==> config.mk <==
export PLATFORM = sky130hd
export DESIGN_NAME = tbdio_front
export DESIGN_NICKNAME = d
export VERILOG_FILES = /design/src/rtl/terminal_bus_decode_and_io_defines.svh /design/src/rtl/tbdio_pkg.sv /design/src/rtl/tbdio_front.sv
export SDC_FILE = /design/constraint.sdc
export NUM_CORES = 1
export LEC_CHECK = 0
export ABC_AREA = 1
export BUFFER_PORTS_ARGS = -buffer_cell sky130_fd_sc_hd__buf_2
export CORE_MARGIN = 2
export CORE_UTILIZATION = 40
export DETAILED_ROUTE_END_ITERATION = 12
export HOLD_SLACK_MARGIN = 0.06
export PLACE_DENSITY = 0.72
export SYNTH_ARGS = -nofsm -noshare
export SYNTH_HDL_FRONTEND = slang
export SYNTH_SLANG_ARGS = --single-unit
export TNS_END_PERCENT = 30
==> constraint.sdc <==
create_clock -name clk -period 7.2 [get_ports clk]
set_clock_uncertainty 0.15 [all_clocks]
set_input_delay 1.08 -clock clk [delete_from_list [all_inputs] [get_ports clk]]
set_output_delay 1.08 -clock clk [all_outputs]
set_load 0.02 [all_outputs]
==> src/rtl/terminal_bus_decode_and_io_defines.svh <==
// assertion macros for the terminal bus slave
`ifndef TERMINAL_BUS_DECODE_AND_IO_DEFINES_SVH
`define TERMINAL_BUS_DECODE_AND_IO_DEFINES_SVH
`ifndef SYNTH
`define TBDIO_ASSERT(name, clk, rst_n, prop) \
    name: assert property (@(posedge clk) disable iff (!rst_n) prop) \
        else $error("tbdio assertion failed");
`define TBDIO_ASSERT_IMP(name, clk, rst_n, ante, cons) \
    name: assert property (@(posedge clk) disable iff (!rst_n) (ante) |-> (cons)) \
        else $error("tbdio assertion failed");
`else
`define TBDIO_ASSERT(name, clk, rst_n, prop)
`define TBDIO_ASSERT_IMP(name, clk, rst_n, ante, cons)
`endif
`endif

==> src/rtl/tbdio_pkg.sv <==
// types and constants of the terminal bus slave
package tbdio_pkg;

    typedef enum logic [2:0] {
        CMD_READ      = 3'd0,
        CMD_WRITE     = 3'd1,
        CMD_KEY       = 3'd2,
        CMD_RX        = 3'd3,
        CMD_TX_DRAIN  = 3'd4,
        CMD_MOUSE     = 3'd5,
        CMD_VBLANK    = 3'd6,
        CMD_ROM_LOAD  = 3'd7
    } cmd_t;

    typedef enum logic [3:0] {
        CL_NONE,
        CL_RAM,
        CL_ROM,
        CL_MOUSE_Y,
        CL_MOUSE_X,
        CL_SER_STAT,
        CL_SER_DATA,
        CL_BUTTONS,
        CL_DBASE,
        CL_DSTAT,
        CL_KEY_STAT,
        CL_KEY_DATA,
        CL_VBL_ACK
    } class_t;

    typedef enum logic {
        BK_IDLE,
        BK_EXEC
    } back_state_t;

    localparam int RAM_IDX_W   = 17;
    localparam int ROM_IDX_W   = 14;
    localparam int QUEUE_DEPTH = 2;
    localparam int QUEUE_AW    = 1;
    localparam int QUEUE_CW    = 2;

    localparam logic [21:0] IO_BASE      = 22'h040000;
    localparam logic [21:0] ADDR_MOUSE_Y = 22'h060000;
    localparam logic [21:0] ADDR_MOUSE_X = 22'h060002;
    localparam logic [21:0] ADDR_SER_ST  = 22'h060008;
    localparam logic [21:0] ADDR_SER_DAT = 22'h06000A;
    localparam logic [21:0] ADDR_BTN_A   = 22'h060010;
    localparam logic [21:0] ADDR_BTN_B   = 22'h060014;
    localparam logic [21:0] ADDR_DBASE   = 22'h060018;
    localparam logic [21:0] ADDR_DSTAT   = 22'h060020;
    localparam logic [21:0] ADDR_KEY_ST  = 22'h060030;
    localparam logic [21:0] ADDR_KEY_DAT = 22'h060032;
    localparam logic [21:0] ADDR_VBL_ACK = 22'h060038;

    localparam int IRQ_VBL    = 0;
    localparam int IRQ_KEY    = 1;
    localparam int IRQ_MOUSE  = 2;
    localparam int IRQ_SERIAL = 3;

    localparam logic [7:0] CTL_TX_MASK = 8'h60;
    localparam logic [7:0] CTL_TX_IRQ  = 8'h20;
    localparam logic [7:0] CTL_RX_IRQ  = 8'h80;

    typedef struct packed {
        logic [2:0]  command;
        logic [21:0] address;
        logic [15:0] write_data;
        logic [15:0] write_mask;
        logic [7:0]  event_byte;
        logic [9:0]  mouse_x;
        logic [9:0]  mouse_y;
        logic [2:0]  mouse_buttons;
    } in_item_t;

    typedef struct packed {
        logic [15:0] read_data;
        logic [3:0]  irq_lines;
        logic        tx_valid;
        logic [7:0]  tx_byte;
        logic [17:0] display_start;
        logic        display_invert;
    } res_item_t;

    typedef struct packed {
        cmd_t                   command;
        class_t                 cls;
        logic [RAM_IDX_W-1:0]   ram_idx;
        logic [ROM_IDX_W-1:0]   rom_idx;
        logic [15:0]            write_data;
        logic [15:0]            write_mask;
        logic [7:0]             event_byte;
        logic [9:0]             mouse_x;
        logic [9:0]             mouse_y;
        logic [2:0]             mouse_buttons;
    } work_item_t;

endpackage

==> src/rtl/tbdio_front.sv <==
// front end: accepts items, decodes addresses, reduces the ram index
module tbdio_front #(
    parameter int RAM_WORDS = 131072,
    parameter int ROM_WORDS = 12288
) (
    input  logic                  clk,
    input  logic                  rst_n,
    input  logic                  cmd_valid,
    input  tbdio_pkg::in_item_t   cmd_item,
    output logic                  cmd_stall,
    output logic                  push,
    output tbdio_pkg::work_item_t push_item,
    input  logic                  q_full
);

    localparam logic [24:0] RECIP   = 25'((64'd1 << 34) / RAM_WORDS);
    localparam logic [21:0] ROM_END = 22'(64'h40000 + 2 * ROM_WORDS);

    logic                  st_valid_reg, st_valid_next;
    tbdio_pkg::work_item_t st_item_reg;
    logic [16:0]           st_idx_reg;
    logic [7:0]            st_q_reg;

    tbdio_pkg::class_t     cls;
    logic [13:0]           rom_idx;
    logic [21:0]           a;
    logic [21:0]           word_addr;
    logic [21:0]           rom_off;
    logic [16:0]           idx;
    logic [41:0]           prod;
    logic [25:0]           qn;
    logic [17:0]           rem;
    logic                  load;

    assign a         = cmd_item.address;
    assign word_addr = {a[21:1], 1'b0};
    assign rom_off   = a - tbdio_pkg::IO_BASE;
    assign idx       = a[17:1];
    assign prod      = 42'(idx) * 42'(RECIP);

    always_comb
    begin
        cls     = tbdio_pkg::CL_NONE;
        rom_idx = '0;
        if (tbdio_pkg::cmd_t'(cmd_item.command) == tbdio_pkg::CMD_ROM_LOAD)
        begin
            if (a < 22'(ROM_WORDS))
            begin
                cls     = tbdio_pkg::CL_ROM;
                rom_idx = a[13:0];
            end
        end
        else if (tbdio_pkg::cmd_t'(cmd_item.command) == tbdio_pkg::CMD_READ && a < 22'd8)
        begin
            cls     = tbdio_pkg::CL_ROM;
            rom_idx = 14'(a[2:1]);
        end
        else if (a < tbdio_pkg::IO_BASE)
        begin
            cls = tbdio_pkg::CL_RAM;
        end
        else if (a < ROM_END)
        begin
            cls     = tbdio_pkg::CL_ROM;
            rom_idx = rom_off[14:1];
        end
        else
        begin
            unique case (word_addr)
                tbdio_pkg::ADDR_MOUSE_Y: cls = tbdio_pkg::CL_MOUSE_Y;
                tbdio_pkg::ADDR_MOUSE_X: cls = tbdio_pkg::CL_MOUSE_X;
                tbdio_pkg::ADDR_SER_ST:  cls = tbdio_pkg::CL_SER_STAT;
                tbdio_pkg::ADDR_SER_DAT: cls = tbdio_pkg::CL_SER_DATA;
                tbdio_pkg::ADDR_BTN_A:   cls = tbdio_pkg::CL_BUTTONS;
                tbdio_pkg::ADDR_BTN_B:   cls = tbdio_pkg::CL_BUTTONS;
                tbdio_pkg::ADDR_DBASE:   cls = tbdio_pkg::CL_DBASE;
                tbdio_pkg::ADDR_DSTAT:   cls = tbdio_pkg::CL_DSTAT;
                tbdio_pkg::ADDR_KEY_ST:  cls = tbdio_pkg::CL_KEY_STAT;
                tbdio_pkg::ADDR_KEY_DAT: cls = tbdio_pkg::CL_KEY_DATA;
                tbdio_pkg::ADDR_VBL_ACK: cls = tbdio_pkg::CL_VBL_ACK;
                default:                 cls = tbdio_pkg::CL_NONE;
            endcase
        end
    end

    assign cmd_stall = st_valid_reg & q_full;
    assign push      = st_valid_reg & ~q_full;
    assign load      = cmd_valid & ~cmd_stall;

    always_comb
    begin
        st_valid_next = st_valid_reg;
        if (load)
        begin
            st_valid_next = 1'b1;
        end
        else if (push)
        begin
            st_valid_next = 1'b0;
        end
    end

    always_ff @(posedge clk or negedge rst_n)
    begin
        if (!rst_n)
        begin
            st_valid_reg <= 1'b0;
        end
        else
        begin
            st_valid_reg <= st_valid_next;
        end
    end

    always_ff @(posedge clk)
    begin
        if (load)
        begin
            st_item_reg.command       <= tbdio_pkg::cmd_t'(cmd_item.command);
            st_item_reg.cls           <= cls;
            st_item_reg.ram_idx       <= '0;
            st_item_reg.rom_idx       <= rom_idx;
            st_item_reg.write_data    <= cmd_item.write_data;
            st_item_reg.write_mask    <= cmd_item.write_mask;
            st_item_reg.event_byte    <= cmd_item.event_byte;
            st_item_reg.mouse_x       <= cmd_item.mouse_x;
            st_item_reg.mouse_y       <= cmd_item.mouse_y;
            st_item_reg.mouse_buttons <= cmd_item.mouse_buttons;
            st_idx_reg                <= idx;
            st_q_reg                  <= prod[41:34];
        end
    end

    // quotient estimate is low by at most one
    assign qn  = 26'(st_q_reg) * 26'(RAM_WORDS);
    assign rem = 18'(26'(st_idx_reg) - qn);

    always_comb
    begin
        push_item = st_item_reg;
        if (rem >= 18'(RAM_WORDS))
        begin
            push_item.ram_idx = 17'(rem - 18'(RAM_WORDS));
        end
        else
        begin
            push_item.ram_idx = 17'(rem);
        end
    end

endmodule

==> results of run 1 <==
## layout make-up
cell class	count	area (um2)	area share, %
clock inverters	7	66.3	1.28
clock buffers	9	124	2.40
multi-input cells	119	671	13.0
well taps	129	161	3.13
repair buffers	195	978	19.0
inverters	27	104	2.01
flip-flops and latches	102	3060	59.2
## Yosys cell counts
library cell  instances  area share (%)
a21oi_1               1            0.13
clkinv_1              1           0.098
dfrtp_1               1            0.65
a211oi_4              1            0.52
nor2_4                5             1.5
o21ai_1               8             1.0
nor2_1               22             2.2
inv_4                 1            0.16
inv_2                 7            0.69
o32ai_1               2            0.46
nand2_1              29             2.8
nor3_1                2            0.26
o21ai_0               1            0.13
a21oi_2               1            0.23
nand4_2               1            0.33
nand3_1              21             2.7
nor2_2                4            0.65
inv_1                18             1.8
edfxtp_1            101              79
clkbuf_1              1           0.098
nand4_1               5            0.82
nor3_4                1            0.42
nand3_2               2            0.52
o22ai_1               1            0.16
nand3b_1              1            0.20
nand2_4               2            0.59
nand2_2               5            0.82
o211ai_1              1            0.20
o2111ai_1             1            0.23
o31ai_1               2            0.39
## where the power goes
part	total [mW]	internal, mW	switching [mW]
logic	0.133	0.0425	0.0909
clock network	0.340	0.134	0.206
registers	0.696	0.689	0.00666
## routing by layer
metal,GRT usage (%),up-vias,routed length [um]
met4,6.56,0,179
li1,-,1311,-
met1,17.7,1292,3210
met5,0,-,0
met3,4.65,16,805
met2,31.4,134,4880
## per-stage QoR
| stage | std cells | cell area, um2 |
|---|---|---|
| 3_3_place_gp | 572 | 4970 |
| 4_1_cts | 588 | 5160 |
| 6_report | 588 | 5160 |
| 3_5_place_dp | 572 | 4970 |
| 2_1_floorplan | 249 | 3830 |
| 5_1_grt | 588 | 5160 |
## path summary, 6_finish.rpt
path / depth (start not counted) / slack, ns / start / end
hold / removal: 1 / 0.31 / rst_n / st_valid_reg
max in group asynchronous: 1 / 6.51 / rst_n / st_valid_reg
setup / recovery: 5 / 4.08 / q_full / push_item[60]
hold reg to reg: 2 / 0.37 / st_valid_reg / st_valid_reg
min in group clk: 2 / 0.37 / st_valid_reg / st_valid_reg
setup reg to reg: 4 / 4.51 / st_valid_reg / push_item[60]
## kinds of logic after synthesis
group,synth area share (%)
flip-flops,79.9
AND/OR/NAND/NOR,13.8
AO/OA/AOI/OAI,3.50
buffers and inverters,2.81
## critical path: stages
cell and delay [ns]:
buf_2 0.11, nand2_1 0.08, inv_1 0.08, nor2_4 0.82
buf_4 0.75
==> results.cfg, run 1 <==
[detailed_routing]
ant_nets = 0
vias_per_cell = 4.68
drc = 0
vias = 2753
drt_iter0_markers = 144
drt-wirelength-per-cell_um = 15.4
routed_wirelength_um = 9070
first_pass_iters = 5

[synth]
syn-num-nets = 341
yosys_warnings = 0
netlist_area_mm2 = 0.00383
ys_seq_elements = 102
synthCells = 249
ys_seq_area_share_pct = 79.9
synth_cell_type_count = 30
synth_area_per_cell_um2 = 15.4

[clock_network]
clockRootBuffer = clkbuf_8
clk-insertion-delay-late_ns = 0.36
cts_buffers = 9
path_clk_slew_ns = 0.11
clock_path_buffers = 2
ctsHoldBuffers = 0
post_cts_buffers = 0
cts.htree.levels = 3
tritoncts = done
clkSinkCount = 102
ctsResizeCount = 0

[placement]
dp_hpwl_um = 7100
pre_cts_ws_ns = 3.66
portBuffers = 194
place_congestion = 0.846

[critical_path]
path_max_fanout = 63
cp_data_arrival_time_ns = 2.96
startpoint_type = input pin
path_class = in -> reg
critPathCaptureType = register
crit_required_ns = 7.04

[worst_hold_path]
hold_class = in -> async

[sta]
relSlewSlack_pct = 27.3
final-setup-viol-count = 0
worstMarginPinSlew_ns = 1.09
max_freq_ghz = 0.321
finalMaxSlewViolations = 0
setup_tns_ns = 0
period_needed_ns = 3.12
final.setup.worst_slack_ns = 4.08
finalCritPeriodShare_pct = 43.3
rsz0062_at_grt = no
hold_viol = 0
holdWs_ns = 0.312

[pwr]
power_density_mw_per_mm2 = 226
p_leak_nw = 2.23
ir_drop_uv = 128
power_mw = 1.17

[finish]
layout_commonest_cell = buf_2
fillCellCount = 798
drive_above_1_share_pct = 52.7
nets = 546
final_util_pct = 55.6
final_cell_mix = 194 x buf_2, 101 x edfxtp_1, 29 x nand2_1
syn_to_final_growth_pct = 34.8
diodes = 0
largest_register_ff_count = 84

[floorplanning]
die_h_um = 102
core_mm2 = 0.00928
dieArea_mm2 = 0.0104
die_x_um = 102
start_util_pct = 41.2
rows = 35
io_pins = 195

[grt]
grt_max_degree = 64
track_usage_pct = 16.7
grt_pass1_wl_um = 12900
antenna_found_initial = 0
grt_overflow = 0
grt_pass1_vias = 2625

[status]
status = finished, final reports clean

[flow_run]
cap_violations = 0
Note: power is estimated with default switching activity, not from simulation.
==> run 2, diff against run 1 <==
- clock period: 7.2 -> 3.08 ns (I/O delays scaled with it)
==> results.cfg, run 2 (synthesized netlist as in run 1, its figures left out) <==
[status]
status = finished, final reports clean

[critical_path]
startpoint_type = input pin
path_max_fanout = 13
crit_required_ns = 3.03
critPathCaptureType = register
path_class = in -> reg
cp_data_arrival_time_ns = 1.77

[floorplanning]
core_mm2 = 0.00928
dieArea_mm2 = 0.0104
die_x_um = 102
die_h_um = 102
start_util_pct = 41.2
io_pins = 195
rows = 35

[detailed_routing]
drt_iter0_markers = 135
ant_nets = 0
drc = 0
vias = 2773
vias_per_cell = 4.70
routed_wirelength_um = 9360
first_pass_iters = 5
drt-wirelength-per-cell_um = 15.9

[clock_network]
cts_buffers = 9
path_clk_slew_ns = 0.10
clock_path_buffers = 2
clk-insertion-delay-late_ns = 0.35
cts.htree.levels = 3
clockRootBuffer = clkbuf_8
ctsResizeCount = 0
clkSinkCount = 102
tritoncts = done

[placement]
dp_hpwl_um = 7170
placed_cell_area_mm2 = 0.00499
place_congestion = 0.827
pre_cts_ws_ns = 0.902
portBuffers = 194

[grt]
grt_overflow = 0
antenna_found_initial = 0
grt_pass1_wl_um = 13500
track_usage_pct = 17.6
grt_max_degree = 71
grt_pass1_vias = 2628

[finish]
largest_register_ff_count = 84
drive_above_1_share_pct = 52.5
fin_area_mm2 = 0.00518
diodes = 0
nets = 548
layout_commonest_cell = buf_2
final_cell_mix = 194 x buf_2, 101 x edfxtp_1, 29 x nand2_1
multiInputGateArea_um2 = 671
seqCellArea_mm2 = 0.00306
fillCellCount = 814
syn_to_final_growth_pct = 35.2

[sta]
finalMaxSlewViolations = 0
max_freq_ghz = 0.550
final-setup-viol-count = 0
setup_tns_ns = 0
finalCritPeriodShare_pct = 59.1
period_needed_ns = 1.82
rsz0062_at_grt = no
holdWs_ns = 0.126
final.setup.worst_slack_ns = 1.26
worstMarginPinSlew_ns = 0.581
hold_viol = 0
relSlewSlack_pct = 61.2

[flow_run]
cap_violations = 0

[worst_hold_path]
hold_class = in -> reg

[pwr]
power_mw = 2.71
ir_drop_uv = 284
power_density_mw_per_mm2 = 523
p_leak_nw = 2.23
## run 2: cell count changes in the layout (fill, tap and decap cells not counted)
cell	change
clkinv_8	-1
inv_6	-2
buf_12	+1
dlygate4sd3_1	+1
clkinvlp_4	+2
clkbuf_1	+1
## run 2: metal layers
layer / vias up / GRT usage [%] / share of wire, %
met3: 10 / 4.86 / 7.7
li1: 1310 / - / -
met5: - / 0 / 0
met1: 1323 / 19.5 / 38
met4: 0 / 6.46 / 1.6
met2: 130 / 32.1 / 53
## run 2: path summary, 6_finish.rpt
check	cells after the start	to	startpoint	slack, ns
worst min-delay path	1	push_item[62]	cmd_item[62]	0.13
worst max register to register	4	st_idx_reg[14]	st_valid_reg	1.52
max in group asynchronous	2	st_valid_reg	rst_n	2.41
min in group asynchronous	2	st_valid_reg	rst_n	0.28
worst min register to register	2	st_valid_reg	st_valid_reg	0.38
worst max-delay path	8	push_item[68]	cmd_item[86]	1.26
## run 2: power breakdown
| part | internal (mW) | switching, mW |
|---|---|---|
| combinational | 0.104 | 0.215 |
| sequential | 1.61 | 0.0165 |
| clock | 0.302 | 0.459 |
| total | 2.01 | 0.691 |
## run 2: timing repair
action                    4_1_cts  5_1_grt
hold buffers                    1        0
hold endpoints to repair        1        0
buffers inserted                0        0
## run 2: through the flow
step	utilization, %	std cells
floorplan	-	249
detailed placement	53.8	573
global placement	53.8	573
finish	55.8	590
CTS	55.8	590
global route	55.8	590
## run 2: cell type report
class / instances / area share, %
Tap cell: 129 / 3.12
Clock buffer: 10 / 2.46
Inverter: 27 / 2.01
Sequential cell: 102 / 59.1
Timing Repair Buffer: 197 / 19.5
Clock inverter: 6 / 0.918
Multi-Input combinational cell: 119 / 13.0
## run 2: worst max-delay path, cell delays in order
cell and delay, ns:
buf_2 0.10, inv_2 0.05, nor3_4 0.51, inv_1 0.26, nand2_4 0.20, inv_4 0.06, nand3_1 0.06, o21ai_1 0.07
