$ cat src/rtl/terminal_bus_decode_and_io_defines.svh
// assertion macros for the terminal bus slave
`ifndef TERMINAL_BUS_DECODE_AND_IO_DEFINES_SVH
`define TERMINAL_BUS_DECODE_AND_IO_DEFINES_SVH
`ifndef SYNTH
`define TBDIO_ASSERT(name, clk, rst_n, prop) \
    name: assert property (@(posedge clk) disable iff (!rst_n) prop) \
        else $error("tbdio assertion failed");
`define TBDIO_ASSERT_IMP(name, clk, rst_n, ante, cons) \
    name: assert property (@(posedge clk) disable iff (!rst_n) (ante) |-> (cons)) \
        else $error("tbdio assertion failed");
`else
`define TBDIO_ASSERT(name, clk, rst_n, prop)
`define TBDIO_ASSERT_IMP(name, clk, rst_n, ante, cons)
`endif
`endif

$ cat src/rtl/tbdio_pkg.sv
// types and constants of the terminal bus slave
package tbdio_pkg;

    typedef enum logic [2:0] {
        CMD_READ      = 3'd0,
        CMD_WRITE     = 3'd1,
        CMD_KEY       = 3'd2,
        CMD_RX        = 3'd3,
        CMD_TX_DRAIN  = 3'd4,
        CMD_MOUSE     = 3'd5,
        CMD_VBLANK    = 3'd6,
        CMD_ROM_LOAD  = 3'd7
    } cmd_t;

    typedef enum logic [3:0] {
        CL_NONE,
        CL_RAM,
        CL_ROM,
        CL_MOUSE_Y,
        CL_MOUSE_X,
        CL_SER_STAT,
        CL_SER_DATA,
        CL_BUTTONS,
        CL_DBASE,
        CL_DSTAT,
        CL_KEY_STAT,
        CL_KEY_DATA,
        CL_VBL_ACK
    } class_t;

    typedef enum logic {
        BK_IDLE,
        BK_EXEC
    } back_state_t;

    localparam int RAM_IDX_W   = 17;
    localparam int ROM_IDX_W   = 14;
    localparam int QUEUE_DEPTH = 2;
    localparam int QUEUE_AW    = 1;
    localparam int QUEUE_CW    = 2;

    localparam logic [21:0] IO_BASE      = 22'h040000;
    localparam logic [21:0] ADDR_MOUSE_Y = 22'h060000;
    localparam logic [21:0] ADDR_MOUSE_X = 22'h060002;
    localparam logic [21:0] ADDR_SER_ST  = 22'h060008;
    localparam logic [21:0] ADDR_SER_DAT = 22'h06000A;
    localparam logic [21:0] ADDR_BTN_A   = 22'h060010;
    localparam logic [21:0] ADDR_BTN_B   = 22'h060014;
    localparam logic [21:0] ADDR_DBASE   = 22'h060018;
    localparam logic [21:0] ADDR_DSTAT   = 22'h060020;
    localparam logic [21:0] ADDR_KEY_ST  = 22'h060030;
    localparam logic [21:0] ADDR_KEY_DAT = 22'h060032;
    localparam logic [21:0] ADDR_VBL_ACK = 22'h060038;

    localparam int IRQ_VBL    = 0;
    localparam int IRQ_KEY    = 1;
    localparam int IRQ_MOUSE  = 2;
    localparam int IRQ_SERIAL = 3;

    localparam logic [7:0] CTL_TX_MASK = 8'h60;
    localparam logic [7:0] CTL_TX_IRQ  = 8'h20;
    localparam logic [7:0] CTL_RX_IRQ  = 8'h80;

    typedef struct packed {
        logic [2:0]  command;
        logic [21:0] address;
        logic [15:0] write_data;
        logic [15:0] write_mask;
        logic [7:0]  event_byte;
        logic [9:0]  mouse_x;
        logic [9:0]  mouse_y;
        logic [2:0]  mouse_buttons;
    } in_item_t;

    typedef struct packed {
        logic [15:0] read_data;
        logic [3:0]  irq_lines;
        logic        tx_valid;
        logic [7:0]  tx_byte;
        logic [17:0] display_start;
        logic        display_invert;
    } res_item_t;

    typedef struct packed {
        cmd_t                   command;
        class_t                 cls;
        logic [RAM_IDX_W-1:0]   ram_idx;
        logic [ROM_IDX_W-1:0]   rom_idx;
        logic [15:0]            write_data;
        logic [15:0]            write_mask;
        logic [7:0]             event_byte;
        logic [9:0]             mouse_x;
        logic [9:0]             mouse_y;
        logic [2:0]             mouse_buttons;
    } work_item_t;

endpackage

$ cat src/rtl/tbdio_queue.sv
// short item queue between front and back end
module tbdio_queue (
    input  logic                  clk,
    input  logic                  rst_n,
    input  logic                  push,
    input  tbdio_pkg::work_item_t push_item,
    input  logic                  pop,
    output tbdio_pkg::work_item_t head_item,
    output logic                  full,
    output logic                  empty
);

    tbdio_pkg::work_item_t             entries_reg [tbdio_pkg::QUEUE_DEPTH];
    logic [tbdio_pkg::QUEUE_AW-1:0]    wr_ptr_reg, wr_ptr_next;
    logic [tbdio_pkg::QUEUE_AW-1:0]    rd_ptr_reg, rd_ptr_next;
    logic [tbdio_pkg::QUEUE_CW-1:0]    count_reg, count_next;

    assign full      = count_reg == tbdio_pkg::QUEUE_CW'(tbdio_pkg::QUEUE_DEPTH);
    assign empty     = count_reg == '0;
    assign head_item = entries_reg[rd_ptr_reg];

    always_comb
    begin
        wr_ptr_next = wr_ptr_reg;
        rd_ptr_next = rd_ptr_reg;
        count_next  = count_reg;
        if (push)
        begin
            wr_ptr_next = wr_ptr_reg + 1'b1;
        end
        if (pop)
        begin
            rd_ptr_next = rd_ptr_reg + 1'b1;
        end
        if (push && !pop)
        begin
            count_next = count_reg + 1'b1;
        end
        else if (pop && !push)
        begin
            count_next = count_reg - 1'b1;
        end
    end

    always_ff @(posedge clk or negedge rst_n)
    begin
        if (!rst_n)
        begin
            wr_ptr_reg <= '0;
            rd_ptr_reg <= '0;
            count_reg  <= '0;
        end
        else
        begin
            wr_ptr_reg <= wr_ptr_next;
            rd_ptr_reg <= rd_ptr_next;
            count_reg  <= count_next;
        end
    end

    always_ff @(posedge clk)
    begin
        if (push)
        begin
            entries_reg[wr_ptr_reg] <= push_item;
        end
    end

endmodule

$ cat config.mk
export PLATFORM = sky130hd
export DESIGN_NAME = tbdio_queue
export DESIGN_NICKNAME = d
export VERILOG_FILES = /design/src/rtl/terminal_bus_decode_and_io_defines.svh /design/src/rtl/tbdio_pkg.sv /design/src/rtl/tbdio_queue.sv
export SDC_FILE = /design/constraint.sdc
export NUM_CORES = 1
export LEC_CHECK = 0
export ABC_CLOCK_PERIOD_IN_PS = 10200
export BUFFER_PORTS_ARGS = -buffer_cell sky130_fd_sc_hd__buf_2
export CAP_MARGIN = 15
export CORE_ASPECT_RATIO = 2
export CORE_UTILIZATION = 31
export CTS_CLUSTER_DIAMETER = 200
export CTS_CLUSTER_SIZE = 30
export DETAILED_ROUTE_END_ITERATION = 10
export GPL_ROUTABILITY_DRIVEN = 0
export PLACE_DENSITY_LB_ADDON = 0.08
export SLEW_MARGIN = 20
export SYNTH_ARGS = -nofsm -noshare
export SYNTH_HDL_FRONTEND = slang
export SYNTH_SLANG_ARGS = --single-unit
$ cat constraint.sdc
create_clock -name clk -period 10.2 [get_ports clk]
set_clock_uncertainty 0.1 [all_clocks]
set_input_delay 0.51 -clock clk [delete_from_list [all_inputs] [get_ports clk]]
set_output_delay 0.51 -clock clk [all_outputs]
set_load 0.05 [all_outputs]
==> metrics, run 1 <==
status=completed; post-CTS setup buffers=0; total congestion overflow=0; complex-gate fraction of the synthesized area=0; largest family of logic cells by synthesized area=multiplexers; final worst slack=roughly 6500 ps; Root Buffer=clkbuf_16; largest net degree at the start of global routing=73; # IOs=roughly 210; count leader, synth=edfxtp_1; Inst Count DP=roughly 860; multi-input logic area=between 0.0015 and 0.002 mm^2; Post-Synth Adder-Cell Area=0.001605; detailed-placement wirelength estimate=around 10000 um; CTS max path bufs=3; Worst setup EP type=output pin; Post-synth EDFFs=between 200 and 250; Rows=81; Endpoint, Worst Hold=entries_reg[1][35]; Pins Over Slew Limit=0; Hold/Removal Path Class=in -> reg; simple logic cell fraction of the synthesized area=0.003370; met3 GRT Util=0.03021; Worst EP required=~9600 ps; cell family with most CP delay=buffers and inverters; Wirelength per Cell=about 18 um; cell count of the worst reg-to-reg path=2; Main synth FF type=edfxtp_1; Synth Cell Area=0.007797 mm^2; Setup crit start=rd_ptr_reg; Layout area overhead=21.87%; Synth area leader=edfxtp_1; number of max-cap violations=0; post-synth cell types=14; slowest CP cell=dfrtp_4; Yosys reg bits=206; Post-DRT Antenna Nets=0; syn_nets=~440; Worst R2R Setup Slack=~7500 ps; CP bufs+invs=2; Peak Freq=about 270 MHz; YS warnings=0; RSZ-0062 raised after global routing=no; Slew @ Worst Pin=around 1100 ps; kind of critical path=reg -> out; Post-Syn Area per Cell=around 24 um^2; Critical Path Fanout Max=56; leakage=~0.0037 uW; fin crit share=0.3626; ranking of synthesized cells by area=edfxtp_1 (78%), mux2_4 (15%), mux2_2 (3.0%); Slew headroom=0.2761; Cell Count, Final, Fillers Out=a little under 900; Crit Reg-Reg Startpoint=wr_ptr_reg; dpl cell area=0.009178 mm^2; Filler cells=about 2.4k; Seq/Total Area, Yosys=0.7908; H-tree Lvls=1; CTS tree=built; Resized Gates After CTS=0; CTS buffer count=10; via count=about 3.7k; Die Footprint=0.02583 mm^2; DRT iter0 DRCs=approximately 160; DR DRC count=0; initial antenna violation count=3; Hold Crit Depth=1; Clock Pin Slew Worst Setup and Hold Paths=120 ps; Die Y=226.3 um; data arrival time of the critical path=slightly above 3000 ps; # hold bufs at CTS=1; share of the synthesized area in the top cell type=0.7779; nets@finish=~650; Die W=approximately 110 um; hold path start=push_item[35]; Slowest Stage Delay on Critical Path=roughly 1000 ps; synthesized instance count=330; critical path cell sequence=buf_4 -> mux2_2 -> buf_2; Via density=between 4 and 5; Setup TNS=0 ps; wire length of the first global-routing pass=~22000 um; Port Buffer Count=about 210; initial core utilization=0.3179; xor/xnor share of the synthesized area=0.005616; GR Util met1=0.1161; setup violators final=0; end of the worst register-to-register path=entries_reg[0][45]; Hold Vio Cnt, Final=0; Total Wirelength=roughly 15000 um; min Tclk post-route=roughly 3700 ps; clk sink count=roughly 210; register area=0.006170 mm^2; multiplexer share of the synthesized area=0.1844; type of origin of the critical path=flip-flop; area of the core=0.02453 mm^2; Total GRT Usage=0.1178; met2 Resource Use GR=0.2307; GRT busiest layer=met2; vias in the first global route=4052; max FFs per register=about 200; Final Instance Area=roughly 0.0095 mm^2; top post-synthesis cells by count=edfxtp_1 (202), mux2_4 (80), mux2_2 (21), buf_6 (8); PwrDens=~320 mW/mm^2; clk_lat worst skew=approximately 470 ps; post-synthesis async set-or-reset flop share=0.01942; layout cells sized above 1=0.5993; pre-CTS WS=around 7000 ps; worst IR drop on VDD=around 0.23 mV; 1st-pass router iterations=4
## layout make-up
class                      instances  share of cell area
sequential                       206              0.6492
timing repair buffer             211              0.1124
inverter                           1           0.0003950
tap                              332             0.04371
antenna                            1           0.0002633
clock buffer                      13             0.02976
clock inverter                     1            0.003160
multi-input combinational        112              0.1610
## metrics by stage
step	hold slack [ps]	total power (uW)	util
2_1_floorplan	114.4	2331	-
3_3_place_gp	224.0	2576	0.3742
3_5_place_dp	229.3	2582	0.3742
4_1_cts	95.76	3062	0.3874
5_1_grt	94.54	3131	0.3874
6_report	120.3	3006	0.3875
## metal layers
metal,up-vias,part of all wire
met1,1833,0.35
met5,-,0.0020
met3,20,0.065
li1,1715,-
met2,126,0.56
met4,4,0.020
## logic make-up after synthesis
group	after synthesis
DFF	206
buffers and inverters	12
adders and majority gates	1
muxes	101
and+or+nand+nor	5
xor gates and xnor gates	5
## worst max path at each step
stage	to	depth (start not counted)
after floorplan	entries_reg[0][0]	1
after global placement	head_item[97]	3
after detailed placement	head_item[85]	3
after CTS	head_item[77]	3
after global routing	head_item[87]	3
final	head_item[85]	3
## where the power goes
part           switching (uW)  internal (uW)
Clock                     248            223
Sequential               90.5           1120
Combinational             907            414
## layout by cell type (no fill, tap or decap), drive strengths merged
cell type	synthesis	final
xnor2	1	1
clkbuf	0	13
mux2	101	101
nor2	2	2
dlygate4sd3	0	1
ha	1	1
buf	11	210
inv	1	1
nor2b	2	2
xor2	4	4
dfrtp	4	4
bufinv	0	1
and2	1	1
edfxtp	202	202
diode	0	1
No activity file was read; power rests on OpenSTA's default activity.
==> inputs of run 2 (changes only) <==
- ABC_AREA: default -> 1
- ABC_CLOCK_PERIOD_IN_PS: 10200 -> 3600
- clock period: 10.2 -> 3.6 ns (I/O delays scaled with it)
==> metrics, run 2 <==
Layout area overhead=35.77%; Worst R2R Setup Slack=1720 ps; Worst EP required=between 3000 and 4000 ps; post-synthesis async set-or-reset flop share=0.01942; most common cell after layout, fill and taps aside=buf_2; CTS buffer count=10; PwrDens=809.8 mW/mm^2; commonest cells after routing, fill and taps aside=buf_2 (207), edfxtp_1 (202), dlygate4sd3_1 (105), mux2_4 (80), mux2_2 (21); # IOs=roughly 210; layout cells sized above 1=0.4970; Post-DRT Antenna Nets=0; Core Util, Final=0.4310; largest net degree at the start of global routing=78; min Tclk post-route=2597 ps; Root Buffer=clkbuf_16; area of the core=roughly 0.025 mm^2; Port Buffer Count=about 210; Peak Freq=385.0 MHz; Hold/Removal Path Class=in -> reg; Slew @ Worst Pin=roughly 810 ps; vias in the first global route=between 4k and 5k; share of the synthesized area in the top cell type=0.7759; Synth Cell Area=a little under 0.008 mm^2; Post-Syn Area per Cell=approximately 23 um^2; H-tree Lvls=1; worst IR drop on VDD=0.6446 mV; initial core utilization=0.3174; clk_lat worst skew=about 460 ps; initial antenna violation count=2; Resized Gates After CTS=0; CTS tree=built; number of max-cap violations=0; leakage=~0.0042 uW; via count=4130; ranking of synthesized cells by area=edfxtp_1 (78%), mux2_4 (15%), mux2_2 (3.0%); total congestion overflow=0; DRT iter0 DRCs=128; max FFs per register=between 200 and 250; setup violators final=0; Die W=114.3 um; detailed-placement wirelength estimate=approximately 11000 um; Via density=4.155; clk sink count=206; top post-synthesis cells by count=edfxtp_1 (202), mux2_4 (80), mux2_2 (21), buf_6 (8), inv_1 (7); Die Y=roughly 230 um; status=completed; Hold Vio Cnt, Final=0; Synth area leader=edfxtp_1; fin crit share=0.7214; 1st-pass router iterations=4; Main synth FF type=edfxtp_1; wire length of the first global-routing pass=approximately 24000 um; Total Wirelength=between 15000 and 20000 um; Die Footprint=around 0.026 mm^2; Worst setup EP type=output pin; syn_nets=approximately 450; type of origin of the critical path=flip-flop; Slew headroom=0.4605; Total GRT Usage=0.1234; Rows=81; YS warnings=0; data arrival time of the critical path=2320 ps; RSZ-0062 raised after global routing=no; Seq/Total Area, Yosys=0.7887; Setup TNS=0 ps; Post-synth EDFFs=202; post-synth cell types=15; Wirelength per Cell=between 15 and 20 um; nets@finish=763; DR DRC count=0; kind of critical path=reg -> out; count leader, synth=edfxtp_1; hold slack=approximately 330 ps; Pwr Total=8595 uW; Yosys reg bits=206; synthesized instance count=about 340; Clock Pin Slew Worst Setup and Hold Paths=~110 ps; CTS max path bufs=3; Critical Path Fanout Max=32; Pins Over Slew Limit=0
[run 2: final cells by class]
type                    instances  area, um^2
diodes                          2       5.005
well taps                     332       415.4
clock inverters                 1       30.03
fillers                      2259       14010
multi-input cells             115        1525
repair buffers                317        2153
clock buffers                  14       286.5
flip-flops and latches        206        6170
inverters                       7       28.78
[run 2: per-stage QoR]
step	instance area (um^2)	setup slack [ps]	cells
after floorplan	7820	15.74	339
after global placement	9238	1475	872
after detailed placement	9238	1459	872
after CTS	10610	933.5	992
after global routing	10610	855.2	993
final	10610	1003	994
[run 2: power by group]
group / switching, uW / total, uW / internal (uW) / leakage, uW
clock: 683 / 1320 / 636 / 0.000153
sequential: 207 / 3390 / 3180 / 0.00194
combinational: 2630 / 3890 / 1260 / 0.00210
[run 2: logic make-up (layout without fill, tap and decap cells)]
logic type    count (synthesis)  in the layout  synth area share
xor+xnor                      3              3          0.003362
fa+ha+maj                     1              1          0.001600
buf+inv                      18            339           0.01713
flops                       206            206            0.7887
mux                         101            101            0.1839
other cells                   0              2                 0
simple gates                 10             10          0.005282
[run 2: timing repair]
item | 4_1_cts | 5_1_grt
buffers inserted | 0 | 0
endpoints found under the hold margin | 209 | 0
hold buffers | 105 | 0
[run 2: final timing paths]
check                               from                 end  depth (start not counted)
max                           rd_ptr_reg        head_item[6]                          3
min                        push_item[71]  entries_reg[0][71]                          2
max reg2reg                   wr_ptr_reg  entries_reg[1][19]                          3
min reg2reg                   wr_ptr_reg          wr_ptr_reg                          1
max in group asynchronous          rst_n          rd_ptr_reg                          3
min in group asynchronous          rst_n          rd_ptr_reg                          3
[run 2: metal layers]
metal	vias up	track usage	share of wire
met3	14	0.02192	0.047
li1	1954	-	-
met1	2036	0.1182	0.35
met5	-	0	0
met4	0	0.03561	0.016
met2	126	0.2563	0.59
[run 2: critical path, cell delays in order (launching register included)]
cell and delay, ps:
dfrtp_4 810, buf_4 480, mux2_4 340, buf_2 210
==> inputs of run 3 (changes only) <==
- ABC_CLOCK_PERIOD_IN_PS: 3600 -> 2200
- clock period: 3.6 -> 2.2 ns (I/O delays scaled with it)
==> metrics, run 3 (synthesized netlist as in run 2, its figures left out) <==
Total Wirelength=about 17000 um; Rows=about 80; vias in the first global route=between 4k and 5k; # diodes=0; Clock Pin Slew Worst Setup and Hold Paths=around 110 ps; leakage=around 0.0043 uW; area of the core=~0.025 mm^2; Die Y=about 230 um; wire length of the first global-routing pass=around 24000 um; fin crit share=0.9583; hold slack=roughly 260 ps; CTS max path bufs=3; Post-DRT Antenna Nets=0; Cell Count, Final, Fillers Out=approximately 1k; via count=around 4.2k; worst IR drop on VDD=0.7303 mV; 1st-pass router iterations=4; Setup TNS=0 ps; Peak Freq=approximately 470 MHz; Inst Count DP=approximately 900; Worst EP required=~2000 ps; CTS buffer count=10; # IOs=208; initial core utilization=0.3174; Via density=roughly 4.2; Root Buffer=clkbuf_16; kind of critical path=reg -> out; Hold Crit Depth=2; slowest CP cell=dfrtp_4; Hold Vio Cnt, Final=0; PwrDens=1334 mW/mm^2; Total GRT Usage=0.1242; Worst R2R Setup Slack=~500 ps; detailed-placement wirelength estimate=11160 um; clk_lat worst skew=roughly 460 ps; initial antenna violation count=0; DRT iter0 DRCs=112; total congestion overflow=0; DR DRC count=0; RSZ-0062 raised after global routing=no; layout cells sized above 1=0.5045; Worst setup EP type=output pin; data arrival time of the critical path=about 1900 ps; nets@finish=about 770; CTS tree=built; end of the worst register-to-register path=entries_reg[1][13]; Crit Reg-Reg Startpoint=wr_ptr_reg; H-tree Lvls=1; most common cell after layout, fill and taps aside=buf_2; type of origin of the critical path=flip-flop; status=completed; Layout area overhead=37.42%; Slowest Stage Delay on Critical Path=around 600 ps; Slew headroom=0.6636; clk sink count=between 200 and 250; Pins Over Slew Limit=0; Resized Gates After CTS=0; Slew @ Worst Pin=between 500 and 600 ps; Endpoint, Worst Hold=entries_reg[0][50]; Port Buffer Count=around 210; number of max-cap violations=0; setup violators final=0; max FFs per register=approximately 200; Critical Path Fanout Max=23; Hold/Removal Path Class=in -> reg; cell count of the worst reg-to-reg path=3; Wirelength per Cell=roughly 16 um; Die W=114.3 um; critical path cell sequence=buf_12 -> mux2_4 -> buf_2; min Tclk post-route=approximately 2100 ps; largest net degree at the start of global routing=44; hold path start=push_item[50]; commonest cells after routing, fill and taps aside=buf_2 (207), edfxtp_1 (202), dlygate4sd3_1 (105), mux2_4 (80), mux2_2 (21); Die Footprint=0.02590 mm^2
run 3: cell count changes in the layout (fill, tap and decap cells not counted):
cell,change
buf_6,-1
nand2_2,+1
clkinvlp_4,+1
buf_4,+5
clkbuf_1,+1
inv_4,-1
diode_2,-2
nand2_1,-1
buf_12,+5
run 3: area by class of cell:
type / instances / area (um^2)
repair buffers: 326 / 2280
multi-input cells: 115 / 1528
well taps: 332 / 415.4
inverters: 7 / 30.03
flip-flops and latches: 206 / 6170
clock buffers: 15 / 290.3
fillers: 2266 / 13880
clock inverters: 1 / 30.03
run 3: timing repair:
| action | 4_1_cts | 5_1_grt |
|---|---|---|
| buffers inserted | 3 | 0 |
| setup endpoints to repair | 59 | 0 |
| hold buffers | 105 | 0 |
| endpoints found under the hold margin | 209 | 0 |
run 3: stage by stage:
step | power (uW) | setup slack (ps) | instance area, um^2 | utilization
after floorplan | 10750 | -266.0 | 7831 | -
after global placement | 12110 | 471.8 | 9349 | 0.3796
after detailed placement | 12180 | 465.1 | 9349 | 0.3796
after CTS | 14590 | 46.19 | 10740 | 0.4362
after global routing | 14960 | 14.43 | 10740 | 0.4362
final | 14330 | 91.70 | 10740 | 0.4362
run 3: worst max-delay path by stage:
| stage | slack (ps) | start | to | depth (start not counted) |
|---|---|---|---|---|
| detailed placement | 470 | rd_ptr_reg | head_item[33] | 3 |
| CTS | 50 | rd_ptr_reg | head_item[33] | 3 |
| finish | 90 | rd_ptr_reg | head_item[33] | 3 |
| global placement | 470 | rd_ptr_reg | head_item[33] | 3 |
| floorplan | -270 | wr_ptr_reg | entries_reg[1][0] | 2 |
| global route | 10 | rd_ptr_reg | head_item[9] | 3 |
run 3: per-layer routing:
metal,global-route usage,vias to the layer above,wire [um]
met1,0.1274,2077,5897
li1,-,1976,-
met3,0.01951,16,641
met2,0.2504,112,9690
met5,0,-,0
met4,0.03561,0,285
run 3: worst max-delay path: cells and delay by family, from the launching register on:
family,cells,cell delay [ps]
flops,1,600
mux,1,340
buf+inv,2,480
run 3: power breakdown:
part | total [uW] | switching [uW] | internal [uW]
clock | 2190 | 1140 | 1050
combinational | 6670 | 4440 | 2230
sequential | 5470 | 273 | 5200
total | 14300 | 5860 | 8480
